File: src/rtl/ssh_pkg.sv
// Package with the shared constants, mode codes and command type of the string hash unit.
`timescale 1ns / 1ps
`default_nettype none

package ssh_pkg;

    // Word and field widths.
    localparam int HASH_W       = 32;
    localparam int BYTE_W       = 8;
    localparam int MODE_W       = 3;
    localparam int MAX_WORD_LEN = 255;
    localparam int LEN_W        = $clog2(MAX_WORD_LEN + 1);
    localparam int DIV_CNT_W    = $clog2(HASH_W);

    // Hash mode codes.
    localparam logic [MODE_W-1:0] MODE_ZERO   = 3'd0;
    localparam logic [MODE_W-1:0] MODE_FIRST  = 3'd1;
    localparam logic [MODE_W-1:0] MODE_SUM    = 3'd2;
    localparam logic [MODE_W-1:0] MODE_LENGTH = 3'd3;
    localparam logic [MODE_W-1:0] MODE_AVG    = 3'd4;
    localparam logic [MODE_W-1:0] MODE_ROTXOR = 3'd5;
    localparam logic [MODE_W-1:0] MODE_X33    = 3'd6;
    localparam logic [MODE_W-1:0] MODE_X31    = 3'd7;

    localparam logic [MODE_W-1:0] MODE_RESET  = MODE_X33;

    // Commands from the controller to the datapath.
    typedef struct packed {
        logic              take;        // an input beat is accepted
        logic              finish;      // the accepted beat ends the word
        logic              load_direct; // write the finished hash to the output register
        logic              start_div;   // load the divider with sum and length
        logic              div_step;    // run one quotient bit
        logic              load_div;    // write the signed quotient to the output register
        logic [MODE_W-1:0] mode;        // hash mode in effect
    } ssh_cmd_t;

endpackage

`default_nettype wire

File: src/rtl/ssh_ctrl.sv
// Controller of the string hash unit: handshakes, mode register and divide sequencing.
`timescale 1ns / 1ps
`default_nettype none

module ssh_ctrl
    import ssh_pkg::*;
(
    input  wire logic              aclk,
    input  wire logic              aresetn,
    input  wire logic              cfg_valid,
    output logic                   cfg_ready,
    input  wire logic [MODE_W-1:0] cfg_data,
    input  wire logic              s_valid,
    output logic                   s_ready,
    input  wire logic              s_last_byte,
    output logic                   m_valid,
    input  wire logic              m_ready,
    output ssh_cmd_t               cmd
);

    localparam logic ST_ACC = 1'b0;
    localparam logic ST_DIV = 1'b1;

    logic                 state_reg, state_next;
    logic [DIV_CNT_W-1:0] cnt_reg, cnt_next;
    logic [MODE_W-1:0]    mode_reg, mode_next;
    logic                 m_valid_reg, m_valid_next;
    logic                 out_free;
    logic                 in_fire;
    logic                 div_last;

    // The output register can take a result when empty or drained this cycle.
    assign out_free  = !m_valid_reg || m_ready;
    assign s_ready   = (state_reg == ST_ACC) && (!s_last_byte || out_free);
    assign in_fire   = s_valid && s_ready;
    assign cfg_ready = 1'b1;
    assign m_valid   = m_valid_reg;
    assign div_last  = (state_reg == ST_DIV) && (cnt_reg == DIV_CNT_W'(HASH_W - 1));

    // Command decode.
    always_comb begin
        cmd.take        = in_fire;
        cmd.finish      = in_fire && s_last_byte;
        cmd.start_div   = in_fire && s_last_byte && (mode_reg == MODE_AVG);
        cmd.load_direct = in_fire && s_last_byte && (mode_reg != MODE_AVG);
        cmd.div_step    = (state_reg == ST_DIV);
        cmd.load_div    = div_last;
        cmd.mode        = mode_reg;
    end

    // Next state.
    always_comb begin
        state_next   = state_reg;
        cnt_next     = cnt_reg;
        mode_next    = mode_reg;
        m_valid_next = m_valid_reg;
        if (cfg_valid) begin
            mode_next = cfg_data;
        end
        case (state_reg)
            ST_ACC: begin
                if (cmd.start_div) begin
                    state_next = ST_DIV;
                    cnt_next   = '0;
                end
            end
            ST_DIV: begin
                cnt_next = cnt_reg + 1'b1;
                if (div_last) begin
                    state_next = ST_ACC;
                end
            end
            default: begin
                state_next = ST_ACC;
            end
        endcase
        if (cmd.load_direct || cmd.load_div) begin
            m_valid_next = 1'b1;
        end else if (m_ready) begin
            m_valid_next = 1'b0;
        end
    end

    // Registers.
    always_ff @(posedge aclk) begin
        if (!aresetn) begin
            state_reg   <= ST_ACC;
            cnt_reg     <= '0;
            mode_reg    <= MODE_RESET;
            m_valid_reg <= 1'b0;
        end else begin
            state_reg   <= state_next;
            cnt_reg     <= cnt_next;
            mode_reg    <= mode_next;
            m_valid_reg <= m_valid_next;
        end
    end

endmodule

`default_nettype wire

File: src/rtl/ssh_datapath.sv
// Datapath of the string hash unit: accumulator, length, first byte, divider and output register.
`timescale 1ns / 1ps
`default_nettype none

module ssh_datapath
    import ssh_pkg::*;
(
    input  wire logic              aclk,
    input  wire logic              aresetn,
    input  wire ssh_cmd_t          cmd,
    input  wire logic [BYTE_W-1:0] s_byte_in,
    output logic [HASH_W-1:0]      hash_out
);

    logic [HASH_W-1:0] acc_reg, acc_next, acc_fold;
    logic [LEN_W-1:0]  len_reg, len_next, len_inc;
    logic [BYTE_W-1:0] first_reg, first_next, first_cur;
    logic [HASH_W-1:0] byte_ext;
    logic [HASH_W-1:0] finish_val;

    logic [HASH_W-1:0] quo_reg, quo_next, quo_step;
    logic [LEN_W-1:0]  rem_reg, rem_next, rem_step;
    logic [LEN_W-1:0]  dvs_reg;
    logic              neg_reg;
    logic [LEN_W:0]    trial;
    logic              qbit;

    logic [HASH_W-1:0] hash_reg, hash_next;

    assign byte_ext = {{(HASH_W - BYTE_W){1'b0}}, s_byte_in};

    // Fold one byte into the accumulator with the current mode.
    always_comb begin
        case (cmd.mode)
            MODE_ROTXOR: acc_fold = {acc_reg[0], acc_reg[HASH_W-1:1]} ^ byte_ext;
            MODE_X33:    acc_fold = (acc_reg << 5) + acc_reg + byte_ext;
            MODE_X31:    acc_fold = (acc_reg << 5) - acc_reg + byte_ext;
            default:     acc_fold = acc_reg + byte_ext;
        endcase
    end

    // Saturating length and first byte of the word.
    assign len_inc   = (len_reg < LEN_W'(MAX_WORD_LEN)) ? len_reg + 1'b1 : len_reg;
    assign first_cur = (len_reg == '0) ? s_byte_in : first_reg;

    // Hash of the finished word for every mode but the average.
    always_comb begin
        case (cmd.mode)
            MODE_ZERO:   finish_val = '0;
            MODE_FIRST:  finish_val = {{(HASH_W - BYTE_W){1'b0}}, first_cur};
            MODE_LENGTH: finish_val = {{(HASH_W - LEN_W){1'b0}}, len_inc};
            default:     finish_val = acc_fold;
        endcase
    end

    // Word state update; the word state clears after its last beat.
    always_comb begin
        acc_next   = acc_reg;
        len_next   = len_reg;
        first_next = first_reg;
        if (cmd.finish) begin
            acc_next   = '0;
            len_next   = '0;
            first_next = '0;
        end else if (cmd.take) begin
            acc_next   = acc_fold;
            len_next   = len_inc;
            first_next = first_cur;
        end
    end

    // One restoring divide step on the magnitude of the sum.
    assign trial    = {rem_reg, quo_reg[HASH_W-1]};
    assign qbit     = (trial >= {1'b0, dvs_reg});
    assign rem_step = qbit ? LEN_W'(trial - {1'b0, dvs_reg}) : trial[LEN_W-1:0];
    assign quo_step = {quo_reg[HASH_W-2:0], qbit};

    always_comb begin
        quo_next = quo_reg;
        rem_next = rem_reg;
        if (cmd.start_div) begin
            quo_next = acc_fold[HASH_W-1] ? (~acc_fold + 1'b1) : acc_fold;
            rem_next = '0;
        end else if (cmd.div_step) begin
            quo_next = quo_step;
            rem_next = rem_step;
        end
    end

    // Output register.
    always_comb begin
        hash_next = hash_reg;
        if (cmd.load_direct) begin
            hash_next = finish_val;
        end else if (cmd.load_div) begin
            hash_next = neg_reg ? (~quo_step + 1'b1) : quo_step;
        end
    end

    always_ff @(posedge aclk) begin
        if (!aresetn) begin
            acc_reg   <= '0;
            len_reg   <= '0;
            first_reg <= '0;
        end else begin
            acc_reg   <= acc_next;
            len_reg   <= len_next;
            first_reg <= first_next;
        end
    end

    always_ff @(posedge aclk) begin
        quo_reg  <= quo_next;
        rem_reg  <= rem_next;
        hash_reg <= hash_next;
        if (cmd.start_div) begin
            dvs_reg <= len_inc;
            neg_reg <= acc_fold[HASH_W-1];
        end
    end

    assign hash_out = hash_reg;

endmodule

`default_nettype wire

File: src/rtl/selectable_string_hash_unit.sv
// Top level of the selectable string hash unit.
// Bytes are taken one per cycle while s_ready is high; outside sum/length mode a result
// appears in the cycle after the last byte of a word. In sum/length mode a bit-serial divider
// gives one quotient bit per cycle, and no input beat is taken until the last bit is loaded.
// Outside a divide, the last byte waits only while an earlier result is held and not taken.
// Synchronous active-low reset clears the word state and sets the hash mode to times 33.
`timescale 1ns / 1ps
`default_nettype none

module selectable_string_hash_unit
    import ssh_pkg::*;
(
    input  wire logic              aclk,
    input  wire logic              aresetn,
    input  wire logic              cfg_valid,
    output logic                   cfg_ready,
    input  wire logic [MODE_W-1:0] cfg_data,
    input  wire logic              s_valid,
    output logic                   s_ready,
    input  wire logic [BYTE_W-1:0] s_byte_in,
    input  wire logic              s_last_byte,
    output logic                   m_valid,
    input  wire logic              m_ready,
    output logic signed [HASH_W-1:0] m_hash_value
);

    ssh_cmd_t          cmd;
    logic [HASH_W-1:0] hash_out;

    ssh_ctrl u_ctrl (
        .aclk        (aclk),
        .aresetn     (aresetn),
        .cfg_valid   (cfg_valid),
        .cfg_ready   (cfg_ready),
        .cfg_data    (cfg_data),
        .s_valid     (s_valid),
        .s_ready     (s_ready),
        .s_last_byte (s_last_byte),
        .m_valid     (m_valid),
        .m_ready     (m_ready),
        .cmd         (cmd)
    );

    ssh_datapath u_datapath (
        .aclk      (aclk),
        .aresetn   (aresetn),
        .cmd       (cmd),
        .s_byte_in (s_byte_in),
        .hash_out  (hash_out)
    );

    assign m_hash_value = hash_out;

endmodule

`default_nettype wire

File: config.mk
export PLATFORM = sky130hd
export DESIGN_NAME = selectable_string_hash_unit
export DESIGN_NICKNAME = d
export VERILOG_FILES = /design/src/rtl/ssh_pkg.sv /design/src/rtl/ssh_ctrl.sv /design/src/rtl/ssh_datapath.sv /design/src/rtl/selectable_string_hash_unit.sv
export SDC_FILE = /design/constraint.sdc
export NUM_CORES = 1
export LEC_CHECK = 0
export BUFFER_PORTS_ARGS = -buffer_cell sky130_fd_sc_hd__buf_2
export CAP_MARGIN = 40
export CORE_UTILIZATION = 38
export DETAILED_ROUTE_END_ITERATION = 16
export GPL_TIMING_DRIVEN = 0
export PLACE_DENSITY = 0.5
export REMOVE_ABC_BUFFERS = 1
export SLEW_MARGIN = 20
export SYNTH_ARGS = -nofsm -noshare
export SYNTH_HDL_FRONTEND = slang
export SYNTH_SLANG_ARGS = --single-unit
File: constraint.sdc
create_clock -name aclk -period 13.61 [get_ports aclk]
set_clock_uncertainty 0.2 [all_clocks]
set_input_delay 2.722 -clock aclk [delete_from_list [all_inputs] [get_ports aclk]]
set_output_delay 2.722 -clock aclk [all_outputs]
set_load 0.05 [all_outputs]
**After elaboration in Yosys (flattened, before gate mapping)**

Cells that the tools add are included.

- Register bits after elaboration: 139
- Input port bits: 17
- Output and inout port bits: 35

- $add $sub $neg: 10
- Magnitude comparators: 2
- Equality and inequality tests: 9
- Muxes and demuxes: 18
- Bitwise operators: 5
- Reduce and logical (&&, ||, !) cells: 17

Operators with widths:

| operator | count |
|---|---|
| 2-to-1 mux 32 bit | 6 |
| one-hot mux 32 bit (3 select lines) | 2 |
| adder 32 x 8 -> 32 bit | 3 |
| adder 32 x 1 -> 32 bit (second input constant) | 2 |
| NOT 32 bit | 2 |
| adder 32 bit | 1 |
| subtractor 32 bit | 1 |
| bitwise XOR 32 x 8 -> 32 bit | 1 |
| 2-to-1 mux 8 bit | 3 |
| == test 3 bit (second input constant) | 4 |
| one-hot mux 5 bit (2 select lines) | 1 |
| >= comparator 9 x 8 -> 1 bit | 1 |
| adder 8 x 1 -> 8 bit (second input constant) | 1 |
| logical NOT 8 bit | 1 |
| < comparator 8 bit (second input constant) | 1 |
| subtractor 8 bit | 1 |
| logical AND 1 bit | 6 |
| nonzero test 2 bit | 3 |
| adder 5 x 1 -> 5 bit (second input constant) | 1 |
| == test 5 bit (second input constant) | 1 |
| 2-to-1 mux 5 bit | 1 |
| 2-to-1 mux 1 bit | 4 |
| == test 3 x 1 -> 1 bit (second input constant) | 1 |
| == test 3 x 2 -> 1 bit (second input constant) | 1 |
| 8 further kinds | 12 |

**Depth between registers and ports, before layout**

- Depth after elaboration: 9
- Mapped depth: 18

**Cells and area by module**

From an unflattened synthesis, not the netlist that was laid out.

- Cell total of the unflattened synthesis: 1728
- Area, all modules: 14331.2 um^2

By module, submodules not included:

| module | times used | cells each | area each (um^2) | sequential area each (um^2) |
|---|---|---|---|---|
| ssh_datapath | 1 | 1673 | 13787.0 | 3313.2 |
| ssh_ctrl | 1 | 55 | 544.3 | 200.2 |

**Worst setup path before layout**

Ideal clock, no wire load.

- Kind: in2reg
- Start: input port s_byte_in[5]
- End: register u_datapath.quo_reg[25], data pin
- Library setup time: 0.265 ns
- Data arrival time: 6.186 ns
- Required time: 13.145 ns
- Slack: 6.959 ns
- Stages: 15
- Path buffers: 0
- Path through: inv_1 > fa_1 > inv_1 > ha_1 > nand2b_1 > or3_4 > a31oi_4 > nor2_1 > xnor2_1 > a221o_1 > or4_4 > nor4_4 > a41oi_1 > xor2_1 > o21ai_1

- Cells in the longest elaborated chain, start to end: 6
- Elaborated cells between the ends (all ways): 9

RTL lines:

| item | line | RTL |
|---|---|---|
| from (decl) | selectable_string_hash_unit.sv:20 | `input wire logic [BYTE_W-1:0] s_byte_in,` |
| adder 32 x 8 -> 32 bit, or another cell as far along | ssh_datapath.sv:38 | `default: acc_fold = acc_reg + byte_ext;` |
| one-hot mux 32 bit (3 select lines) * | ssh_datapath.sv:34 | `case (cmd.mode)` |
| NOT 32 bit | ssh_datapath.sv:82 | `quo_next = acc_fold[HASH_W-1] ? (~acc_fold + 1'b1) : acc_fold;` |
| adder 32 x 1 -> 32 bit | ssh_datapath.sv:82 |  |
| 2-to-1 mux 32 bit * | ssh_datapath.sv:82 |  |
| 2-to-1 mux 32 bit * | ssh_datapath.sv:81 | `if (cmd.start_div) begin` |
| via u_datapath.quo_next[25] | ssh_datapath.sv:21 | `logic [HASH_W-1:0] quo_reg, quo_next, quo_step;` |
| to (signal assigned) | ssh_datapath.sv:113 | `quo_reg <= quo_next;` |
| to (decl) | ssh_datapath.sv:21 |  |

The timed path passes the listed nets; every way through them passes the cells marked *.
A chain may end at the register's enable or synchronous reset.

**Worst setup path after layout**

- Start: input port s_byte_in[7]
- End: register u_datapath.quo_reg[30], data pin

The elaborated chain is that of the path after synthesis.

==> flow_metrics.tcl <==
set metrics [dict create \
    antenna_found_initial 0 \
    grt_pass1_wl_um 73100 \
    drtIter0Drc 1069 \
    synth_edf_count 73 \
    io_pins 52 \
    seq_area_frac_synth_pct 24.5 \
    avgSynthCellArea_sq_um 7.97 \
    layout_commonest_cell "nand2_1" \
    gp_congestion 0.933 \
    tightest_slew_ns 0.955 \
    drv_cap 0 \
    power_frac_clock_pct 26.5 \
    yosysUniqueCellTypes 100 \
    cp_data_required_time_ns 13.70 \
    fin_cells 2308 \
    crit_start "s_byte_in[7]" \
    hold_viol 0 \
    path_cells "buf_2, inv_1, fa_1, inv_1, ha_1, a21oi_1, o21ai_1, a211oi_2, o211ai_1, a31oi_1, xnor2_1, a21oi_1, and4_1, nand4_1, or4_1, nand3_1" \
    start_util_pct 38.9 \
    ant_nets 0 \
    io_buffers 50 \
    peakVddDrop_mv 0.0780 \
    grt_pass1_vias 12503 \
    cts_buffers 17 \
    swShare_pct 41.1 \
    synth_top_area_cell "edfxtp_1" \
    die-area_sq_mm 0.0386 \
    htreeDepth 4 \
    area_delta_synth_final_pct 10.4 \
    cts.sinks 139 \
    arrival_ns 7.44 \
    cpLargestDelayFamily "compound AO/OA/AOI/OAI gates" \
    track_usage_pct 24.5 \
    combPwrFrac_pct 46.4 \
    p_int_w 0.00116 \
    worstHoldStart "u_datapath.rem_reg[4]$_SDFFE_PP0P_" \
    grt-ovfl-total 0 \
    slowest_stage "a21oi_1" \
    vias_per_cell 5.80 \
    critPathLaunchType "input pin" \
    yosysWarnings 0 \
    crit_buf_inv 3 \
    dpl.cell_count 2273 \
    final_nets 1957 \
    synth_top_area_share_pct 15.3 \
    rows 70 \
    syn_inst 1801 \
    max-clock-path-buffers 2 \
    fmax_mhz 136 \
    die_h_um 196 \
    hold_buffers 0 \
    path_clk_slew_ns 0.06 \
    regArea_sq_mm 0.00351 \
    drive_gt1_share_pct 9.04 \
    die_x_um 196 \
    setup_viol 0 \
    yosys-top-cells-area "edfxtp_1 15%, ha_1 12%, dfxtp_1 9.2%, nand2_1 4.9%, o21ai_0 4.0%" \
    root_buffer "clkbuf_16" \
    finalSetupTns_ns 0 \
    first_pass_iters 6 \
    route.detailed.drc 0 \
    yosys_register_bits 139 \
    reg2reg_setup_slack_ns 8.14 \
    cts_tree "yes" \
    final_cell_mix "183 x nand2_1, 146 x nor2_1, 136 x ha_1" \
    post_cts_resize_count 0 \
    synthesis.area_sq_mm 0.0144 \
    async_flop_share_pct 0 \
    wl_per_cell_um 20.5 \
    seqPwrFrac_pct 27.0 \
    timing.final.crit_share_pct 54.0 \
    slew_headroom_pct 36.3 \
    hold_class "flop to flop" \
    clock_latency_ns 0.43 \
    min_period_ns 7.35 \
    core_area_sq_mm 0.0369 \
    crit_type "input pin to flop" \
    grt_max_degree 58 \
    postCtsSetupBuffers 0 \
    vias 13388 \
    reg2reg_from "u_ctrl.mode_reg[1]$_SDFFE_PN1P_" \
    synth_top_flop_cell "edfxtp_1" \
    switchingPower_w 0.000806 \
    antenna_cells 0 \
    final_core_util_pct 43.0 \
    p_leak_nw 6.49 \
    hpwl_um 36900 \
    critPathMaxFanout 10 \
    power.density_mw_per_mm2 124 \
    slew_violations 0 \
    grt_setup_unrepaired "no" \
    slowest_delay_ns 0.67 \
    n_fill_cell 3741 \
    routed_wirelength_um 47400 \
    endpoint_kind "flop" \
    status "complete, no violations" \
    multiInputGateArea_sq_mm 0.0100 \
]
[stage by stage]
stage | hold slack (ns) | setup slack [ns] | power (W) | area, sq um
after CTS | 0.286 | 6.34 | 0.00196 | 15800
after global placement | 0.271 | 3.40 | 0.00141 | 14800
after floorplan | 0.248 | 5.26 | 0.00117 | 13900
after global routing | 0.305 | 5.98 | 0.00209 | 15900
final | 0.286 | 6.26 | 0.00196 | 15900
after detailed placement | 0.278 | 5.91 | 0.00143 | 15100
[synthesized netlist by cell type, types with 10 or more instances]
| cell | n |
|---|---|
| o21ai_0 | 116 |
| inv_1 | 119 |
| nor4_1 | 15 |
| buf_2 | 16 |
| a211oi_1 | 33 |
| a21oi_1 | 102 |
| a31oi_1 | 21 |
| dfxtp_1 | 66 |
| edfxtp_1 | 73 |
| o21a_1 | 16 |
| fa_1 | 13 |
| o22ai_1 | 28 |
| nor2b_1 | 10 |
| nand4_1 | 40 |
| o21ai_1 | 17 |
| and3_1 | 17 |
| or3_1 | 13 |
| clkbuf_1 | 66 |
| mux2i_1 | 32 |
| xor2_1 | 66 |
| ha_1 | 136 |
| o31ai_1 | 20 |
| xnor2_1 | 54 |
| o211ai_1 | 28 |
| nand2_1 | 186 |
| and2_1 | 14 |
| nor3_1 | 36 |
| nand3_1 | 50 |
| nor2_1 | 148 |
| a21o_1 | 27 |
| nand2b_1 | 23 |
[power groups by stage]
stage,Clock [W],Combinational (W),Sequential [W]
after floorplan,0,0.000633,0.000540
after global placement,0,0.000866,0.000540
after detailed placement,0,0.000895,0.000538
after CTS,0.000531,0.000900,0.000530
after global routing,0.000548,0.00101,0.000535
final,0.000521,0.000912,0.000531
[kinds of logic (layout without fill, tap and decap cells)]
kind of cell / after synthesis / count (layout) / share of synthesized area (%)
AOI/OAI and AO/OA: 527 / 527 / 24.8
other: 1 / 1 / 0.0261
muxes: 36 / 36 / 2.57
DFF: 139 / 139 / 24.5
adders and majority gates: 149 / 149 / 13.7
xor gates and xnor gates: 120 / 120 / 7.32
and+or+nand+nor: 608 / 608 / 20.9
buffers and inverters: 221 / 224 / 6.19
[routing by layer]
metal	vias to the layer above	share of wire (%)	GRT usage (%)	wire, um
met5	-	0	0	0
li1	6577	-	-	-
met3	52	5.9	3.05	2800
met1	6358	49	35.6	23000
met4	0	1.7	6.37	791
met2	401	44	38.3	20800
[final timing paths]
path / depth (start not counted) / end
worst max-delay path: 16 / u_datapath.quo_reg[30]$_DFFE_PP_
worst min-delay path: 2 / u_datapath.rem_reg[4]$_SDFFE_PP0P_
worst max register to register: 10 / u_datapath.quo_reg[30]$_DFFE_PP_
worst min register to register: 2 / u_datapath.rem_reg[4]$_SDFFE_PP0P_
[cell type report]
cell class / count / area share (%)
Sequential cell: 139 / 22.2
Clock buffer: 19 / 2.73
Tap cell: 504 / 3.98
Timing Repair Buffer: 70 / 3.58
Clock inverter: 13 / 1.41
Multi-Input combinational cell: 1441 / 63.2
Inverter: 122 / 2.89
[worst min-delay path, stage by stage (launching register included)]
cell,delay [ns]
dfxtp_1,0.33
nand2_1,0.06
o21ai_0,0.06
Note: power is estimated with default switching activity, not from simulation.
